**config.mk**
```make
export PLATFORM = sky130hd
export DESIGN_NAME = ddoi_muldiv
export DESIGN_NICKNAME = d
export VERILOG_FILES = /design/src/hw/rtl/diff_drive_odometry_integrator_unit_defines.svh /design/src/hw/rtl/ddoi_pkg.sv /design/src/hw/rtl/ddoi_muldiv.sv
export SDC_FILE = /design/constraint.sdc
export NUM_CORES = 2
export LEC_CHECK = 0
export BUFFER_PORTS_ARGS = -buffer_cell sky130_fd_sc_hd__buf_4
export CELL_PAD_IN_SITES_DETAIL_PLACEMENT = 1
export CELL_PAD_IN_SITES_GLOBAL_PLACEMENT = 1
export CORE_MARGIN = 1
export CORE_UTILIZATION = 40
export DETAILED_ROUTE_END_ITERATION = 16
export GPL_TIMING_DRIVEN = 0
export PLACE_DENSITY = 0.71
export SYNTH_ARGS = -nofsm -noshare
export SYNTH_HDL_FRONTEND = slang
export SYNTH_SLANG_ARGS = --single-unit
```
**constraint.sdc**
```tcl
create_clock -name clk -period 20.8 [get_ports clk]
set_clock_uncertainty 0.15 [all_clocks]
set_input_delay 4.16 -clock clk [delete_from_list [all_inputs] [get_ports clk]]
set_output_delay 4.16 -clock clk [all_outputs]
set_load 0.1 [all_outputs]
```
**src/hw/rtl/diff_drive_odometry_integrator_unit_defines.svh**
```systemverilog
// Assertion macros for the odometry integrator.
// Used by the top level only; expects signals named clk and rst_n in scope.
`ifndef DIFF_DRIVE_ODOMETRY_INTEGRATOR_UNIT_DEFINES_SVH
`define DIFF_DRIVE_ODOMETRY_INTEGRATOR_UNIT_DEFINES_SVH

// Same-cycle implication, disabled during reset.
`define DDOI_ASSERT_IMP(label, ante, cons, msg) \
    label: assert property (@(posedge clk) disable iff (!rst_n) (ante) |-> (cons)) \
        else $error(msg);

// Next-cycle implication, disabled during reset.
`define DDOI_ASSERT_NXT(label, ante, cons, msg) \
    label: assert property (@(posedge clk) disable iff (!rst_n) (ante) |=> (cons)) \
        else $error(msg);

`endif

```
**src/hw/rtl/ddoi_pkg.sv**
```systemverilog
// Shared constants, types and the arctangent table of the odometry integrator.
// No dependencies; used by every module of the block.
package ddoi_pkg;

    localparam int CORDIC_STEPS = 16;
    localparam int CORDIC_IW    = $clog2(CORDIC_STEPS + 1);
    localparam int ATAN_IW      = 5;
    localparam int CS_W         = 30;
    localparam int CZ_W         = 33;
    localparam int MD_W         = 64;
    localparam int MD_CW        = $clog2(MD_W + 1);

    localparam logic signed [CS_W-1:0] CORDIC_GAIN = 30'sd40752055;
    localparam logic [30:0] INV_PI_Q32   = 31'd1367130551;
    localparam logic [4:0]  OMEGA_FLOOR  = 5'd17;
    localparam logic [15:0] RADIUS_RESET = 16'd2163;
    localparam logic [17:0] BASE_RESET   = 18'd10486;

    typedef enum logic [0:0] {
        REG_WHEEL_RADIUS = 1'b0,
        REG_WHEEL_BASE   = 1'b1
    } cfg_index_t;

    typedef enum logic [0:0] {
        MD_MUL = 1'b0,
        MD_DIV = 1'b1
    } md_op_t;

    typedef struct packed {
        logic                   start;
        md_op_t                 op;
        logic signed [MD_W-1:0] a;
        logic signed [MD_W-1:0] b;
        logic [MD_CW-1:0]       nbits;
    } md_req_t;

    typedef struct packed {
        logic                   done;
        logic signed [MD_W-1:0] result;
    } md_rsp_t;

    typedef struct packed {
        logic        start;
        logic [31:0] angle;
    } cd_req_t;

    typedef struct packed {
        logic                   done;
        logic signed [CS_W-1:0] sin;
        logic signed [CS_W-1:0] cos;
    } cd_rsp_t;

    // Arctangent of 2^-i, full turn equal to 2^32.
    function automatic logic signed [CZ_W-1:0] atan_angle(input logic [ATAN_IW-1:0] idx);
        logic signed [CZ_W-1:0] v;
        case (idx)
            5'd0:    v = 33'sd536870912;
            5'd1:    v = 33'sd316933406;
            5'd2:    v = 33'sd167458907;
            5'd3:    v = 33'sd85004756;
            5'd4:    v = 33'sd42667331;
            5'd5:    v = 33'sd21354465;
            5'd6:    v = 33'sd10679838;
            5'd7:    v = 33'sd5340245;
            5'd8:    v = 33'sd2670163;
            5'd9:    v = 33'sd1335087;
            5'd10:   v = 33'sd667544;
            5'd11:   v = 33'sd333772;
            5'd12:   v = 33'sd166886;
            5'd13:   v = 33'sd83443;
            5'd14:   v = 33'sd41722;
            5'd15:   v = 33'sd20861;
            5'd16:   v = 33'sd10430;
            5'd17:   v = 33'sd5215;
            5'd18:   v = 33'sd2608;
            5'd19:   v = 33'sd1304;
            5'd20:   v = 33'sd652;
            5'd21:   v = 33'sd326;
            5'd22:   v = 33'sd163;
            5'd23:   v = 33'sd81;
            default: v = '0;
        endcase
        return v;
    endfunction

endpackage

```
**src/hw/rtl/ddoi_muldiv.sv**
```systemverilog
// Shared multiply and divide unit, one bit of the operand per cycle.
// Depends on ddoi_pkg for the request and response types.
module ddoi_muldiv (
    input  logic              clk,
    input  logic              rst_n,
    input  ddoi_pkg::md_req_t req,
    output ddoi_pkg::md_rsp_t rsp
);

    localparam int W = ddoi_pkg::MD_W;

    logic                         busy_reg, busy_next;
    logic                         done_reg, done_next;
    ddoi_pkg::md_op_t             op_reg, op_next;
    logic                         neg_reg, neg_next;
    logic [ddoi_pkg::MD_CW-1:0]   cnt_reg, cnt_next;
    logic [W-1:0]                 acc_reg, acc_next;
    logic [W-1:0]                 sh_reg, sh_next;
    logic [W-1:0]                 mp_reg, mp_next;
    logic [W-1:0]                 quo_reg, quo_next;
    logic [W-1:0]                 res_reg, res_next;

    logic [W-1:0]                 mag_a;
    logic [W-1:0]                 mag_b;
    logic [W-1:0]                 trial;
    logic [W-1:0]                 val;
    logic [ddoi_pkg::MD_CW-1:0]   lsh;
    logic                         fits;

    always_comb
    begin
        mag_a = req.a[W-1] ? W'(-req.a) : W'(req.a);
        mag_b = req.b[W-1] ? W'(-req.b) : W'(req.b);
        lsh   = ddoi_pkg::MD_CW'(W) - req.nbits;
        trial = {acc_reg[W-2:0], sh_reg[W-1]};
        fits  = (trial >= mp_reg);
        val   = (op_reg == ddoi_pkg::MD_MUL) ? acc_reg : quo_reg;

        busy_next = busy_reg;
        done_next = 1'b0;
        op_next   = op_reg;
        neg_next  = neg_reg;
        cnt_next  = cnt_reg;
        acc_next  = acc_reg;
        sh_next   = sh_reg;
        mp_next   = mp_reg;
        quo_next  = quo_reg;
        res_next  = res_reg;

        if (req.start)
        begin
            busy_next = 1'b1;
            op_next   = req.op;
            neg_next  = req.a[W-1] ^ req.b[W-1];
            cnt_next  = req.nbits;
            acc_next  = '0;
            quo_next  = '0;
            mp_next   = mag_b;
            sh_next   = (req.op == ddoi_pkg::MD_DIV) ? (mag_a << lsh) : mag_a;
        end
        else if (busy_reg)
        begin
            if (cnt_reg != '0)
            begin
                cnt_next = cnt_reg - 1'b1;
                if (op_reg == ddoi_pkg::MD_MUL)
                begin
                    if (mp_reg[0])
                    begin
                        acc_next = acc_reg + sh_reg;
                    end
                    sh_next = sh_reg << 1;
                    mp_next = mp_reg >> 1;
                end
                else
                begin
                    acc_next = fits ? (trial - mp_reg) : trial;
                    quo_next = {quo_reg[W-2:0], fits};
                    sh_next  = sh_reg << 1;
                end
            end
            else
            begin
                busy_next = 1'b0;
                done_next = 1'b1;
                res_next  = neg_reg ? (~val + 1'b1) : val;
            end
        end
    end

    always_ff @(posedge clk or negedge rst_n)
    begin
        if (!rst_n)
        begin
            busy_reg <= 1'b0;
            done_reg <= 1'b0;
        end
        else
        begin
            busy_reg <= busy_next;
            done_reg <= done_next;
        end
    end

    always_ff @(posedge clk)
    begin
        op_reg  <= op_next;
        neg_reg <= neg_next;
        cnt_reg <= cnt_next;
        acc_reg <= acc_next;
        sh_reg  <= sh_next;
        mp_reg  <= mp_next;
        quo_reg <= quo_next;
        res_reg <= res_next;
    end

    assign rsp.done   = done_reg;
    assign rsp.result = $signed(res_reg);

endmodule

```
# --- After elaboration in Yosys (flattened, before gate mapping) ---
# Cells that the tools add are included.
classes:
  n_shift: 1
  n_addsub: 7
  n_reduce_logical: 9
  mul: 0
  mux: 24
  n_eq_ne: 1
  div: 0
  magnitude_cmp: 1
  bitwise: 4
op_table:
  columns: ["op", "n"]
  rows:
  - ["$mux 64", 15]
  - ["$neg 64->64", 2]
  - ["$add 64x1->64 const B", 1]
  - ["$add 64x64->64", 1]
  - ["$ge 64x64->1", 1]
  - ["$not 64->64", 1]
  - ["$shl 64x7->64", 1]
  - ["$sub 64x64->64", 1]
  - ["$mux 7", 3]
  - ["$reduce_and 3->1", 4]
  - ["$reduce_bool 7->1", 1]
  - ["$sub 7x1->7 const B", 1]
  - ["$sub 7x7->7 const A", 1]
  - ["$mux 1", 6]
  - ["$reduce_bool 2->1", 3]
  - ["$ne 2x2->1 const B", 1]
  - ["$not 1->1", 2]
  - ["$reduce_and 2->1", 1]
  - ["$xor 1x1->1", 1]
word_totals:
  n_memories: 0
  latchBits: 0
  inputBits: 139
  mem_bits_rw: 0
  out_inout_bits: 65
  mem_bits_ro: 0
  reg_bits: 331
  word_cells: 57

# --- Logic depth before layout (Yosys ltp) ---
depth:
  depth_word: 5
  mapped_depth: 22
  ltp_nobuf: 14

# --- Worst setup path before layout ---
# No wires, ideal clock.
synth_timing:
  kind: "in2reg"
  from: "in req[0] (netlist name)"
  to: "reg sh_reg[50], data pin"
  required_time_ns: 20.390
  setup_time_ns: 0.260
  path_slack_ns: 11.814
  path_buffers: 8
  path_stages: 16
  arrival_ns: 8.576
  path_cell_list: "inv_1 buf_1 clkbuf_1 buf_1 ha_1 xor2_1 clkbuf_1 clkbuf_1 buf_1 clkbuf_1 clkbuf_1 nand2_1 nand3_1 o211ai_1 a311oi_1 nor2_1"
synth_via:
  elab_chain_len: 4
synth_rtl:
  columns: ["element", "line_no", "text"]
  rows:
  - ["start, declared", "ddoi_muldiv.sv:6", "input ddoi_pkg::md_req_t req,"]
  - ["$sub 7x7->7", "ddoi_muldiv.sv:34", "lsh = ddoi_pkg::MD_CW'(W) - req.nbits;"]
  - ["$shl 64x7->64", "ddoi_muldiv.sv:59", "sh_next = (req.op == ddoi_pkg::MD_DIV) ? (mag_a << lsh) : mag_a;"]
  - ["$mux 64", "ddoi_muldiv.sv:59", null]
  - ["$mux 64", "ddoi_muldiv.sv:50", "if (req.start)"]
  - ["named net sh_next[50]", "ddoi_muldiv.sv:18", "logic [W-1:0] sh_reg, sh_next;"]
  - ["end signal, assigned", "ddoi_muldiv.sv:111", "sh_reg <= sh_next;"]
  - ["end, declared", "ddoi_muldiv.sv:18", null]
# The timed path passes the listed nets, and every way through them passes these cells.
# A chain may end at the register's enable or synchronous reset.

# --- Worst setup path after layout ---
layout_timing:
  from: "in req[0] (netlist name)"
  to: "reg sh_reg[58], data pin"
# The elaborated chain is that of the path after synthesis.

==> flow_summary.ini <==
[detailed_routing]
routed_wl_mm = 160
antenna_left = 0
vias = 35152
drc_errors = 0
avgRoutedWirePerCell_um = 30.0
drtIter0Drc = 3951
via_per_inst = 6.57
drtPass1Iterations = 8

[logic_synthesis]
synthesis.area_um2 = 31600
async_flop_share_pct = 0.604
postSynthAreaPerCell_um2 = 7.81
synthTopCellsByArea = edfxtp_1, dfxtp_1, a21oi_1, xor2_1, nand2_1
synth_edf_count = 201
yosysSeqAreaShare_pct = 27.4
ys_types = 99
synthFlopType = edfxtp_1
synth_top_cell_by_area = edfxtp_1
ys_ff_latch = 331
yosysWarnings = 0
syn_nets = 4312
synthDominantCellAreaShare_pct = 19.1
syn_inst = 4039

[floorplan]
std_cell_rows = 102
initial_core_util_pct = 40.6
ios = 204
die-area_um2 = 80000
die_w_um = 283
fp.dieH_um = 283
core_region_area_um2 = 77700

[layout]
area_growth_syn_to_layout_pct = 13.4
drive_gt1_share_pct = 9.12
mostFrequentLayoutCell = nand2_1
final_nets = 4547
layout_common_cells = nand2_1, a21oi_1, nor2_1

[timing]
setup_ws_ns = 8.04
rsz0062_at_grt = false
finalMaxSlewViolations = 22
tns_ns = 0
worst_slew_pin_slew_ns = 1.55
period_share_pct = 61.3
finalHoldViolCount = 0
slew_headroom_pct = -3.53
max_freq_mhz = 78.4
period_needed_ns = 12.76
setup_viol = 0

[place]
portBuffers = 187
dp_hpwl_mm = 131
gp_congestion = 1.04
place_ws_ns = 8.06

[worst_setup_path]
crit-reg2reg-launch = op_reg
reg2reg_depth = 21
r2r_slack_ns = 11.52
required_ns = 21.04
crit_fanout = 10
cp_common_cell = clkbuf_1
r2r_end = res_reg[62]
critPathMaxStageDelay_ns = 0.83
crit_type = in -> reg
startpoint_type = primary input
endpoint_kind = register
worstPathArrival_ns = 13.00
crit_slowest_cell = buf_1
path_cells = buf_4, inv_1, buf_1, clkbuf_1, buf_1, ha_1, xor2_1, clkbuf_1, clkbuf_1, buf_1, clkbuf_1, nand2_1, nand2_1, o21ai_0, mux2i_1, a21oi_1, o211ai_1

[clock_tree]
cts_buffer_depth = 3
cts_resized = 0
post_cts_buffers = 0
cts_made_buffers = 42
htreeDepth = 2
path_clk_slew_ns = 0.06
clock_sinks = 331
cts_root_buf = clkbuf_16
tritoncts = built
clock_latency_ns = 0.60
cts_hold_buf = 0

[global_routing]
grt_pass1_wl_mm = 230
track_usage_pct = 39.2
overflow = 0
grt_max_degree = 65
antenna_found_initial = 17
grt_pass1_vias = 34090

[hold_path]
min_from = quo_reg[59]
hold_path.class = reg -> reg
worstHoldPathCells = 2
hold_end = quo_reg[60]

[power]
p_per_area_nw_per_um2 = 91.8
peakVddDrop_v = 0.0000639
power_leakage_uw = 0.0137

[flow_run]
drv_cap = 2

[status]
violations = max-capacitance violations, max-slew violations
status = finished, violations left
synthesized netlist by cell type, types with 31 or more instances:
| master | n |
|---|---|
| nand2_1 | 476 |
| a21oi_1 | 428 |
| nor2_1 | 372 |
| o21ai_0 | 253 |
| clkbuf_1 | 240 |
| xor2_1 | 205 |
| edfxtp_1 | 201 |
| mux2i_1 | 146 |
| inv_1 | 135 |
| ha_1 | 132 |
| dfxtp_1 | 128 |
| nor3_1 | 125 |
| xnor2_1 | 101 |
| a21o_1 | 74 |
| nand3_1 | 68 |
| o211ai_1 | 60 |
| o31ai_1 | 55 |
| a211oi_1 | 53 |
| nand4_1 | 44 |
| a31oi_1 | 43 |
| or3_1 | 43 |
| mux2_2 | 38 |
| o221ai_1 | 37 |
| o21a_1 | 35 |
| or4_1 | 31 |
stage by stage:
step                      instances  area [um2]  power (uW)  util, %  hold WS, ns
final                          5353       35800        3280     46.0        0.322
after global routing           5347       35800        3410     46.0        0.346
after CTS                      5347       35800        3220     46.0        0.326
after detailed placement       5270       34400        2460     44.2        0.316
after global placement         5266       34300        2440     44.1        0.307
after floorplan                4039       31600        1870        -        0.286
worst max-delay path by stage:
stage | start | endpoint | slack [ns] | cells after the start
finish | req[0] | sh_reg[58] | 8.04 | 17
global route | req[0] | sh_reg[58] | 8.01 | 17
CTS | req[0] | sh_reg[58] | 8.57 | 17
detailed placement | req[0] | sh_reg[58] | 8.06 | 17
global placement | req[0] | sh_reg[58] | 7.97 | 17
floorplan | req[0] | sh_reg[50] | 11.81 | 16
critical path, delay by kind of cell:
kind / cells / cell delay [ns]
and+or+nand+nor: 2 / 0.65
AOI/OAI and AO/OA: 3 / 0.74
xor gates and xnor gates: 1 / 0.70
muxes: 1 / 0.71
adders and majority gates: 1 / 0.38
buffers and inverters: 9 / 5.59
area by class of cell:
class / instances / area (um2)
inverters: 138 / 518
fillers: 9497 / 41900
well taps: 1040 / 1300
clock inverters: 17 / 178
clock buffers: 60 / 1220
flip-flops and latches: 331 / 8650
plain buffers: 284 / 1100
multi-input cells: 3286 / 21300
diodes: 6 / 15.0
repair buffers: 191 / 1490
cell families after synthesis:
| group | count (synthesis) | synth area share [%] |
|---|---|---|
| xor+xnor | 306 | 8.49 |
| simple gates | 1343 | 19.7 |
| compound gates | 1297 | 26.4 |
| fa+ha+maj | 134 | 5.36 |
| flops | 331 | 27.4 |
| mux | 206 | 7.56 |
| buf+inv | 422 | 5.13 |
power breakdown:
part	internal, uW	total [uW]	switching [uW]	leakage (uW)
Combinational	530	1550	1020	0.0100
Sequential	786	971	185	0.00306
Clock	438	763	325	0.000679
Total	1750	3280	1530	0.0137
metal layers:
metal	track usage [%]	part of all wire (%)	wire (um)	vias to the layer above
met3	11.3	11	17500	348
met1	53.8	43	69000	17553
met4	13.2	3.5	5700	14
li1	-	-	-	15393
met2	58.5	42	68100	1844
met5	0	0.052	83	-
No activity file was read; power rests on OpenSTA's default activity.
