--- config.mk ---
export PLATFORM = sky130hd
export DESIGN_NAME = ddoi_cordic
export DESIGN_NICKNAME = d
export VERILOG_FILES = /design/src/hw/rtl/diff_drive_odometry_integrator_unit_defines.svh /design/src/hw/rtl/ddoi_pkg.sv /design/src/hw/rtl/ddoi_cordic.sv
export SDC_FILE = /design/constraint.sdc
export NUM_CORES = 1
export LEC_CHECK = 0
export ABC_CLOCK_PERIOD_IN_PS = 8300
export CELL_PAD_IN_SITES_DETAIL_PLACEMENT = 0
export CELL_PAD_IN_SITES_GLOBAL_PLACEMENT = 1
export CORE_ASPECT_RATIO = 2
export CORE_MARGIN = 2
export CORE_UTILIZATION = 51
export DETAILED_ROUTE_END_ITERATION = 7
export DONT_BUFFER_PORTS = 1
export PLACE_DENSITY = 0.92
export SLEW_MARGIN = 25
export SYNTH_ARGS = -nofsm -noshare
export SYNTH_HDL_FRONTEND = slang
export SYNTH_SLANG_ARGS = --single-unit
--- constraint.sdc ---
create_clock -name clk -period 8.3 [get_ports clk]
set_input_delay 0.415 -clock clk [delete_from_list [all_inputs] [get_ports clk]]
set_output_delay 0.415 -clock clk [all_outputs]
set_load 0.05 [all_outputs]
--- src/hw/rtl/diff_drive_odometry_integrator_unit_defines.svh ---
// Assertion macros for the odometry integrator.
// Used by the top level only; expects signals named clk and rst_n in scope.
`ifndef DIFF_DRIVE_ODOMETRY_INTEGRATOR_UNIT_DEFINES_SVH
`define DIFF_DRIVE_ODOMETRY_INTEGRATOR_UNIT_DEFINES_SVH

// Same-cycle implication, disabled during reset.
`define DDOI_ASSERT_IMP(label, ante, cons, msg) \
    label: assert property (@(posedge clk) disable iff (!rst_n) (ante) |-> (cons)) \
        else $error(msg);

// Next-cycle implication, disabled during reset.
`define DDOI_ASSERT_NXT(label, ante, cons, msg) \
    label: assert property (@(posedge clk) disable iff (!rst_n) (ante) |=> (cons)) \
        else $error(msg);

`endif

--- src/hw/rtl/ddoi_pkg.sv ---
// Shared constants, types and the arctangent table of the odometry integrator.
// No dependencies; used by every module of the block.
package ddoi_pkg;

    localparam int CORDIC_STEPS = 16;
    localparam int CORDIC_IW    = $clog2(CORDIC_STEPS + 1);
    localparam int ATAN_IW      = 5;
    localparam int CS_W         = 30;
    localparam int CZ_W         = 33;
    localparam int MD_W         = 64;
    localparam int MD_CW        = $clog2(MD_W + 1);

    localparam logic signed [CS_W-1:0] CORDIC_GAIN = 30'sd40752055;
    localparam logic [30:0] INV_PI_Q32   = 31'd1367130551;
    localparam logic [4:0]  OMEGA_FLOOR  = 5'd17;
    localparam logic [15:0] RADIUS_RESET = 16'd2163;
    localparam logic [17:0] BASE_RESET   = 18'd10486;

    typedef enum logic [0:0] {
        REG_WHEEL_RADIUS = 1'b0,
        REG_WHEEL_BASE   = 1'b1
    } cfg_index_t;

    typedef enum logic [0:0] {
        MD_MUL = 1'b0,
        MD_DIV = 1'b1
    } md_op_t;

    typedef struct packed {
        logic                   start;
        md_op_t                 op;
        logic signed [MD_W-1:0] a;
        logic signed [MD_W-1:0] b;
        logic [MD_CW-1:0]       nbits;
    } md_req_t;

    typedef struct packed {
        logic                   done;
        logic signed [MD_W-1:0] result;
    } md_rsp_t;

    typedef struct packed {
        logic        start;
        logic [31:0] angle;
    } cd_req_t;

    typedef struct packed {
        logic                   done;
        logic signed [CS_W-1:0] sin;
        logic signed [CS_W-1:0] cos;
    } cd_rsp_t;

    // Arctangent of 2^-i, full turn equal to 2^32.
    function automatic logic signed [CZ_W-1:0] atan_angle(input logic [ATAN_IW-1:0] idx);
        logic signed [CZ_W-1:0] v;
        case (idx)
            5'd0:    v = 33'sd536870912;
            5'd1:    v = 33'sd316933406;
            5'd2:    v = 33'sd167458907;
            5'd3:    v = 33'sd85004756;
            5'd4:    v = 33'sd42667331;
            5'd5:    v = 33'sd21354465;
            5'd6:    v = 33'sd10679838;
            5'd7:    v = 33'sd5340245;
            5'd8:    v = 33'sd2670163;
            5'd9:    v = 33'sd1335087;
            5'd10:   v = 33'sd667544;
            5'd11:   v = 33'sd333772;
            5'd12:   v = 33'sd166886;
            5'd13:   v = 33'sd83443;
            5'd14:   v = 33'sd41722;
            5'd15:   v = 33'sd20861;
            5'd16:   v = 33'sd10430;
            5'd17:   v = 33'sd5215;
            5'd18:   v = 33'sd2608;
            5'd19:   v = 33'sd1304;
            5'd20:   v = 33'sd652;
            5'd21:   v = 33'sd326;
            5'd22:   v = 33'sd163;
            5'd23:   v = 33'sd81;
            default: v = '0;
        endcase
        return v;
    endfunction

endpackage

--- src/hw/rtl/ddoi_cordic.sv ---
// Iterative CORDIC rotation giving sine and cosine of a binary angle.
// Depends on ddoi_pkg for the types, the gain and the arctangent table.
module ddoi_cordic (
    input  logic              clk,
    input  logic              rst_n,
    input  ddoi_pkg::cd_req_t req,
    output ddoi_pkg::cd_rsp_t rsp
);

    localparam int SW = ddoi_pkg::CS_W;
    localparam int ZW = ddoi_pkg::CZ_W;

    logic                             busy_reg, busy_next;
    logic                             done_reg, done_next;
    logic [ddoi_pkg::CORDIC_IW-1:0]   step_reg, step_next;
    logic signed [SW-1:0]             x_reg, x_next;
    logic signed [SW-1:0]             y_reg, y_next;
    logic signed [ZW-1:0]             z_reg, z_next;
    logic                             flip_reg, flip_next;
    logic signed [SW-1:0]             sin_reg, sin_next;
    logic signed [SW-1:0]             cos_reg, cos_next;

    logic                             fold;
    logic [31:0]                      folded;
    logic signed [SW-1:0]             ddx;
    logic signed [SW-1:0]             ddy;
    logic signed [ZW-1:0]             at;

    always_comb
    begin
        fold   = (req.angle > 32'h4000_0000) && (req.angle < 32'hC000_0000);
        folded = fold ? (req.angle - 32'h8000_0000) : req.angle;
        ddx    = y_reg >>> step_reg;
        ddy    = x_reg >>> step_reg;
        at     = ddoi_pkg::atan_angle(ddoi_pkg::ATAN_IW'(step_reg));

        busy_next = busy_reg;
        done_next = 1'b0;
        step_next = step_reg;
        x_next    = x_reg;
        y_next    = y_reg;
        z_next    = z_reg;
        flip_next = flip_reg;
        sin_next  = sin_reg;
        cos_next  = cos_reg;

        if (req.start)
        begin
            busy_next = 1'b1;
            step_next = '0;
            x_next    = ddoi_pkg::CORDIC_GAIN;
            y_next    = '0;
            z_next    = ZW'($signed(folded));
            flip_next = fold;
        end
        else if (busy_reg)
        begin
            if (step_reg != ddoi_pkg::CORDIC_IW'(ddoi_pkg::CORDIC_STEPS))
            begin
                step_next = step_reg + 1'b1;
                if (!z_reg[ZW-1])
                begin
                    x_next = x_reg - ddx;
                    y_next = y_reg + ddy;
                    z_next = z_reg - at;
                end
                else
                begin
                    x_next = x_reg + ddx;
                    y_next = y_reg - ddy;
                    z_next = z_reg + at;
                end
            end
            else
            begin
                busy_next = 1'b0;
                done_next = 1'b1;
                sin_next  = flip_reg ? -y_reg : y_reg;
                cos_next  = flip_reg ? -x_reg : x_reg;
            end
        end
    end

    always_ff @(posedge clk or negedge rst_n)
    begin
        if (!rst_n)
        begin
            busy_reg <= 1'b0;
            done_reg <= 1'b0;
        end
        else
        begin
            busy_reg <= busy_next;
            done_reg <= done_next;
        end
    end

    always_ff @(posedge clk)
    begin
        step_reg <= step_next;
        x_reg    <= x_next;
        y_reg    <= y_next;
        z_reg    <= z_next;
        flip_reg <= flip_next;
        sin_reg  <= sin_next;
        cos_reg  <= cos_next;
    end

    assign rsp.done = done_reg;
    assign rsp.sin  = sin_reg;
    assign rsp.cos  = cos_reg;

endmodule
# Word level (Yosys, flattened, before mapping)

Memories as Yosys holds them, arrays and structs flattened. A register that Yosys moved wholly into a read port is not among the register bits.
Cells that the tools add are included.

Memories: 1
Memory bits (read-only): 960
Flip-flop bits (word level): 161
Output and inout port bits: 61
Input port bits: 35
Logic and storage cells: 50

Bitwise gates (word level): 2
Order comparisons: 2
Muxes and demuxes: 17
Shifts and indexed selects: 2
Add/subtract/negate cells: 10
Reductions and logical operators: 6
Equal/unequal tests: 1

Memories:

| memory          | words | width | rd ports | clocked after Yosys merged registers in | wr ports | line           | RTL |
|---|---|---|---|---|---|---|---|
| (no name shown) | 32    | 30    | 1        | 1                                       | 0        | ddoi_pkg.sv:56 | `case (idx)` |

Operator list:

| kind                                                  | count |
|---|---|
| two-way mux 33 bit                                    | 4 |
| two-way mux 30 bit                                    | 4 |
| adder 30 bit                                          | 2 |
| negation 30 bit                                       | 2 |
| >>> shifter 30 x 5 -> 30 bit                          | 2 |
| subtractor 30 bit                                     | 2 |
| adder 33 bit                                          | 1 |
| subtractor 33 bit                                     | 1 |
| > comparator 32 x 31 -> 1 bit (second input constant) | 1 |
| < comparator 32 bit (second input constant)           | 1 |
| two-way mux 32 bit                                    | 1 |
| subtractor 32 bit (second input constant)             | 1 |
| two-way mux 5 bit                                     | 2 |
| two-way mux 1 bit                                     | 6 |
| adder 5 x 1 -> 5 bit (second input constant)          | 1 |
| != test 5 bit (second input constant)                 | 1 |
| AND reduction 2 bit                                   | 2 |
| nonzero test 2 bit                                    | 2 |
| AND reduction 3 bit                                   | 1 |
| NOT 1 bit                                             | 2 |
| logical AND 1 bit                                     | 1 |

# Depth between registers and ports, before layout

Word-level depth: 5
Mapped depth: 29

# Least setup slack after synthesis

Ideal clock, no wire load.

Kind: reg-to-reg
Start point: reg step_reg[0] (netlist bit)
End point: reg cos_reg[0] (enable)
Library setup time: 0.564 ns
Path buffers: 4
Setup slack: 1.767 ns
Cell stages (with the launch flop): 9
Data required time: 7.736 ns
Clock period less this slack: 6.533 ns
Arrival: 5.969 ns
Cells stage by stage: dfxtp_1 > buf_2 > buf_6 > inv_2 > buf_2 > buf_2 > ha_1 > nand4bb_1 > nor3b_1

Word-level cells in the longest chain between the ends: 3

RTL lines:

| element                              | line               | RTL |
|---|---|---|
| start, declared                      | ddoi_cordic.sv:15  | `logic [ddoi_pkg::CORDIC_IW-1:0] step_reg, step_next;` |
| start signal, assigned               | ddoi_cordic.sv:100 | `step_reg <= step_next;` |
| != test 5 bit                        | ddoi_cordic.sv:58  | `if (step_reg != ddoi_pkg::CORDIC_IW'(ddoi_pkg::CORDIC_STEPS))` |
| NOT 1 bit (no source line)           | n/a                |  |
| AND reduction 3 bit (no source line) | n/a                |  |
| end signal, assigned                 | ddoi_cordic.sv:106 | `cos_reg <= cos_next;` |
| end, declared                        | ddoi_cordic.sv:21  | `logic signed [SW-1:0] cos_reg, cos_next;` |

Every way passes these cells.
A chain may end at the register's enable or synchronous reset.

# Worst setup path in the final report

Start point: reg step_reg[1] (netlist bit)
End point: reg x_reg[29]

Word-level cells in the longest chain between the ends: 3
Elaborated cells between the ends (all ways): 6
Classes of those cells: 2 x add/sub; 1 x eq/ne; 1 x shift; 1 x mux; 1 x reduce/logical

RTL lines:

| element                                                  | line                                 | RTL |
|---|---|---|
| >>> shifter 30 x 5 -> 30 bit                             | ddoi_cordic.sv:33                    | `ddx = y_reg >>> step_reg;` |
| subtractor 30 bit / adder 30 bit (equally long branches) | ddoi_cordic.sv:63, ddoi_cordic.sv:69 |  |
| two-way mux 30 bit                                       | ddoi_cordic.sv:61                    | `if (!z_reg[ZW-1])` |
| end signal, assigned                                     | ddoi_cordic.sv:101                   | `x_reg <= x_next;` |
| end, declared                                            | ddoi_cordic.sv:16                    | `logic signed [SW-1:0] x_reg, x_next;` |

Parallel ways exist; a longest one is shown, timed or not.

==> metrics.md <==
| Metric | Value |
|---|---|
| Status | `complete, no violations` |
| Final setup TNS | `0 ns` |
| Nets | `2233` |
| CP top delay family | `compound AO/OA/AOI/OAI gates` |
| Synth async-reset ratio | `0.0105` |
| Initial Util | `0.516` |
| Clk sinks | `191` |
| Register area share after synthesis | `0.255` |
| Maximum buffer depth of the clock tree | `2` |
| Multi-input logic area | `13000 sq um` |
| Die area | `38400 sq um` |
| Grt met1 use | `0.333` |
| Top cells by area, synth | `edfxtp_1, dfxtp_1, mux4_2` |
| CTS Buf Count | `17` |
| Pre-CTS setup slack | `1.03 ns` |
| Top Usage Layer GRT | `met2` |
| Total GRT Usage | `0.343` |
| Post-route DRC | `0` |
| WL final | `66600 um` |
| DR pass1 iterations | `8` |
| I/O pin total | `96` |
| Area grow syn2layout | `4.01%` |
| HP Class | `in -> reg` |
| Routing usage on met3 | `0.0458` |
| Routed Antenna Nets | `0` |
| Antenna cells | `0` |
| Leakage | `0.00761 uW` |
| Vias in the first global route | `17.6k` |
| Crit-path max FO | `47` |
| Required @ worst endpoint | `8.71 ns` |
| RSZ-0062 raised after global routing | `no` |
| Largest register FFs | `33` |
| Power Density | `511 nW/um^2` |
| Overall die width | `140 um` |
| Share of layout cells above drive strength 1 | `0.100` |
| Starting DRT DRC Count | `1541` |
| Initial antenna violation count | `0` |
| CTS root buf | `clkbuf_16` |
| Post-DP HPWL | `49000 um` |
| Syn nets | `2342` |
| Synth unique cells | `85` |
| Largest net degree at the start of global routing | `106` |
| CP cell instances | `buf_4 > or2_2 > a21oi_1 > o22ai_1 > o221ai_1 > or3_1 > nor4_1 > and2_1 > a21oi_1 > xnor2_1 > o21ai_0 > ha_1 > a21oi_1 > o21ai_0 > or3_1 > a311oi_1 > nor3_1 > o21ai_0 > nand4_1 > mux2_4 > a21o_1 > a21oi_2` |
| Crit Path Class | `reg -> reg` |
| Slowest stage delay, CP | `0.80 ns` |
| Fin Clk Skew | `0.0176 ns` |
| Vias per cell | `6.86` |
| Critical path startpoint category | `register` |
| Post-synth top area share | `0.151` |
| Worst path setup slack after routing | `0.939 ns` |
| Final Max Slew Viols | `0` |
| Crit end category | `register` |
| Worst path slowest cell | `dfxtp_4` |
| Post-CTS Resized | `0` |
| Synth area leader | `edfxtp_1` |
| Slew @ Worst Pin | `1.19 ns` |
| Critical path buffers and inverters | `1` |
| Row cnt | `99` |
| Period utilization | `0.887` |
| Chip height | `275 um` |
| Final RePlAce weighted congestion | `1.02` |
| Main synth FF type | `dfxtp_1` |
| Hold Slack | `0.0404 ns` |
| Max_cap viols | `0` |
| Register area | `4790 sq um` |
| Number of synthesized flops with an enable pin | `94` |
| Mapped cell area | `18700 sq um` |
| Post-layout min period | `7.36 ns` |
| Core area | `36300 sq um` |
| Cell count after synthesis | `2194` |
| Syn avg cell area | `8.54 sq um` |
| Fillers | `3414` |
| Final Hold Fails | `0` |
| Relative slew margins | `0.209` |
| Synth Warn # | `0` |
| GR Layer Usage met2 | `0.629` |
| Remaining global-route overflow | `0` |
| Util after Layout | `0.537` |
| First-pass GRT wire length | `101000 um` |
| Yosys reg bits | `191` |
| FMAX | `136 MHz` |
| Avg WL per Cell | `26.1 um` |
| Clock-pin transition on the worst setup and hold timing paths | `0.08 ns` |
| Final setup fails | `0` |
| IO Port Bufs | `0` |
| Clk Latency, worst-skew pair | `0.48 ns` |
| H-Tree Depth | `4` |
| Critical path arrival | `7.77 ns` |
| Max VDD drop | `296 uV` |
| CTS tree | `built` |
| Via count | `17.5k` |
## power breakdown
group / switching [uW] / internal, uW / total (uW) / leakage [uW]
Sequential: 612 / 1340 / 1950 / 0.00172
Clock: 452 / 409 / 862 / 0.000295
Combinational: 4010 / 3130 / 7140 / 0.00559
## cell usage after synthesis, types with 23 or more instances
cell type	instances
xor2_1	79
o31ai_1	28
a21o_1	44
nor2_1	169
mux2_2	29
nand3_1	33
a21oi_1	182
mux4_2	73
nor3_1	40
o21ai_0	146
edfxtp_1	94
dfxtp_1	95
clkbuf_1	105
a31oi_1	32
nand2b_1	23
nor4_1	24
ha_1	110
mux2i_1	56
nand2_1	246
inv_1	58
xnor2_1	131
## logic make-up after synthesis
family | count (synthesis) | share of synthesized area
multiplexers | 162 | 0.140
XOR/XNOR | 210 | 0.0982
adder cells (fa/ha/maj) | 113 | 0.0767
buffers and inverters | 224 | 0.0505
AND/OR/NAND/NOR | 674 | 0.170
flip-flops | 191 | 0.255
AO/OA/AOI/OAI | 620 | 0.209
## through the flow
stage               cell area, sq um  cells  total power (uW)
global placement               18800   2516              8770
finish                         19500   2552              9960
floorplan                      18700   2194              7240
detailed placement             18800   2516              8900
CTS                            19500   2551              9800
global route                   19500   2552             10700
## area by class of cell
cell class                 instances  share of cell area
multi-input combinational       1779               0.669
sequential                       191               0.246
tap                              454              0.0292
clock buffer                      17              0.0218
inverter                          66              0.0127
timing repair buffer              30              0.0118
clock inverter                    15             0.00944
## placed cells by master (no fill, tap or decap), drive strengths merged, types with 18 or more instances in the layout
| cell type | n |
|---|---|
| xnor2 | 131 |
| o21a | 18 |
| edfxtp | 94 |
| o21ai | 146 |
| mux2i | 56 |
| nand2b | 23 |
| nor2 | 169 |
| nor4 | 26 |
| mux4 | 76 |
| xor2 | 79 |
| and3 | 19 |
| inv | 69 |
| nand3 | 33 |
| nor3 | 43 |
| dfxtp | 95 |
| a21o | 44 |
| mux2 | 30 |
| o21bai | 21 |
| o31ai | 28 |
| a31oi | 32 |
| ha | 110 |
| nand2 | 246 |
| buf | 27 |
| a21oi | 183 |
## metal layers
metal / vias up / wire (um)
li1: 7871 / -
met1: 8363 / 21200
met2: 917 / 34400
met3: 349 / 4200
met4: 0 / 6800
met5: - / 0
## timing repair
action | CTS | global route
setup buffers | 0 | 0
hold buffers | 3 | 0
hold endpoints to repair | 5 | 0
## worst paths after layout
path / from / endpoint / slack (ns) / cells after the start
min in group asynchronous: rst_n / done_reg / 0.20 / 1
hold reg to reg: x_reg[0] / cos_reg[0] / 0.55 / 0
hold / removal: req[32] / x_reg[10] / 0.04 / 1
setup reg to reg: step_reg[1] / x_reg[29] / 0.94 / 22
max in group asynchronous: rst_n / busy_reg / 7.95 / 1
setup / recovery: step_reg[1] / x_reg[29] / 0.94 / 22
(Power assumes the default switching activity.)
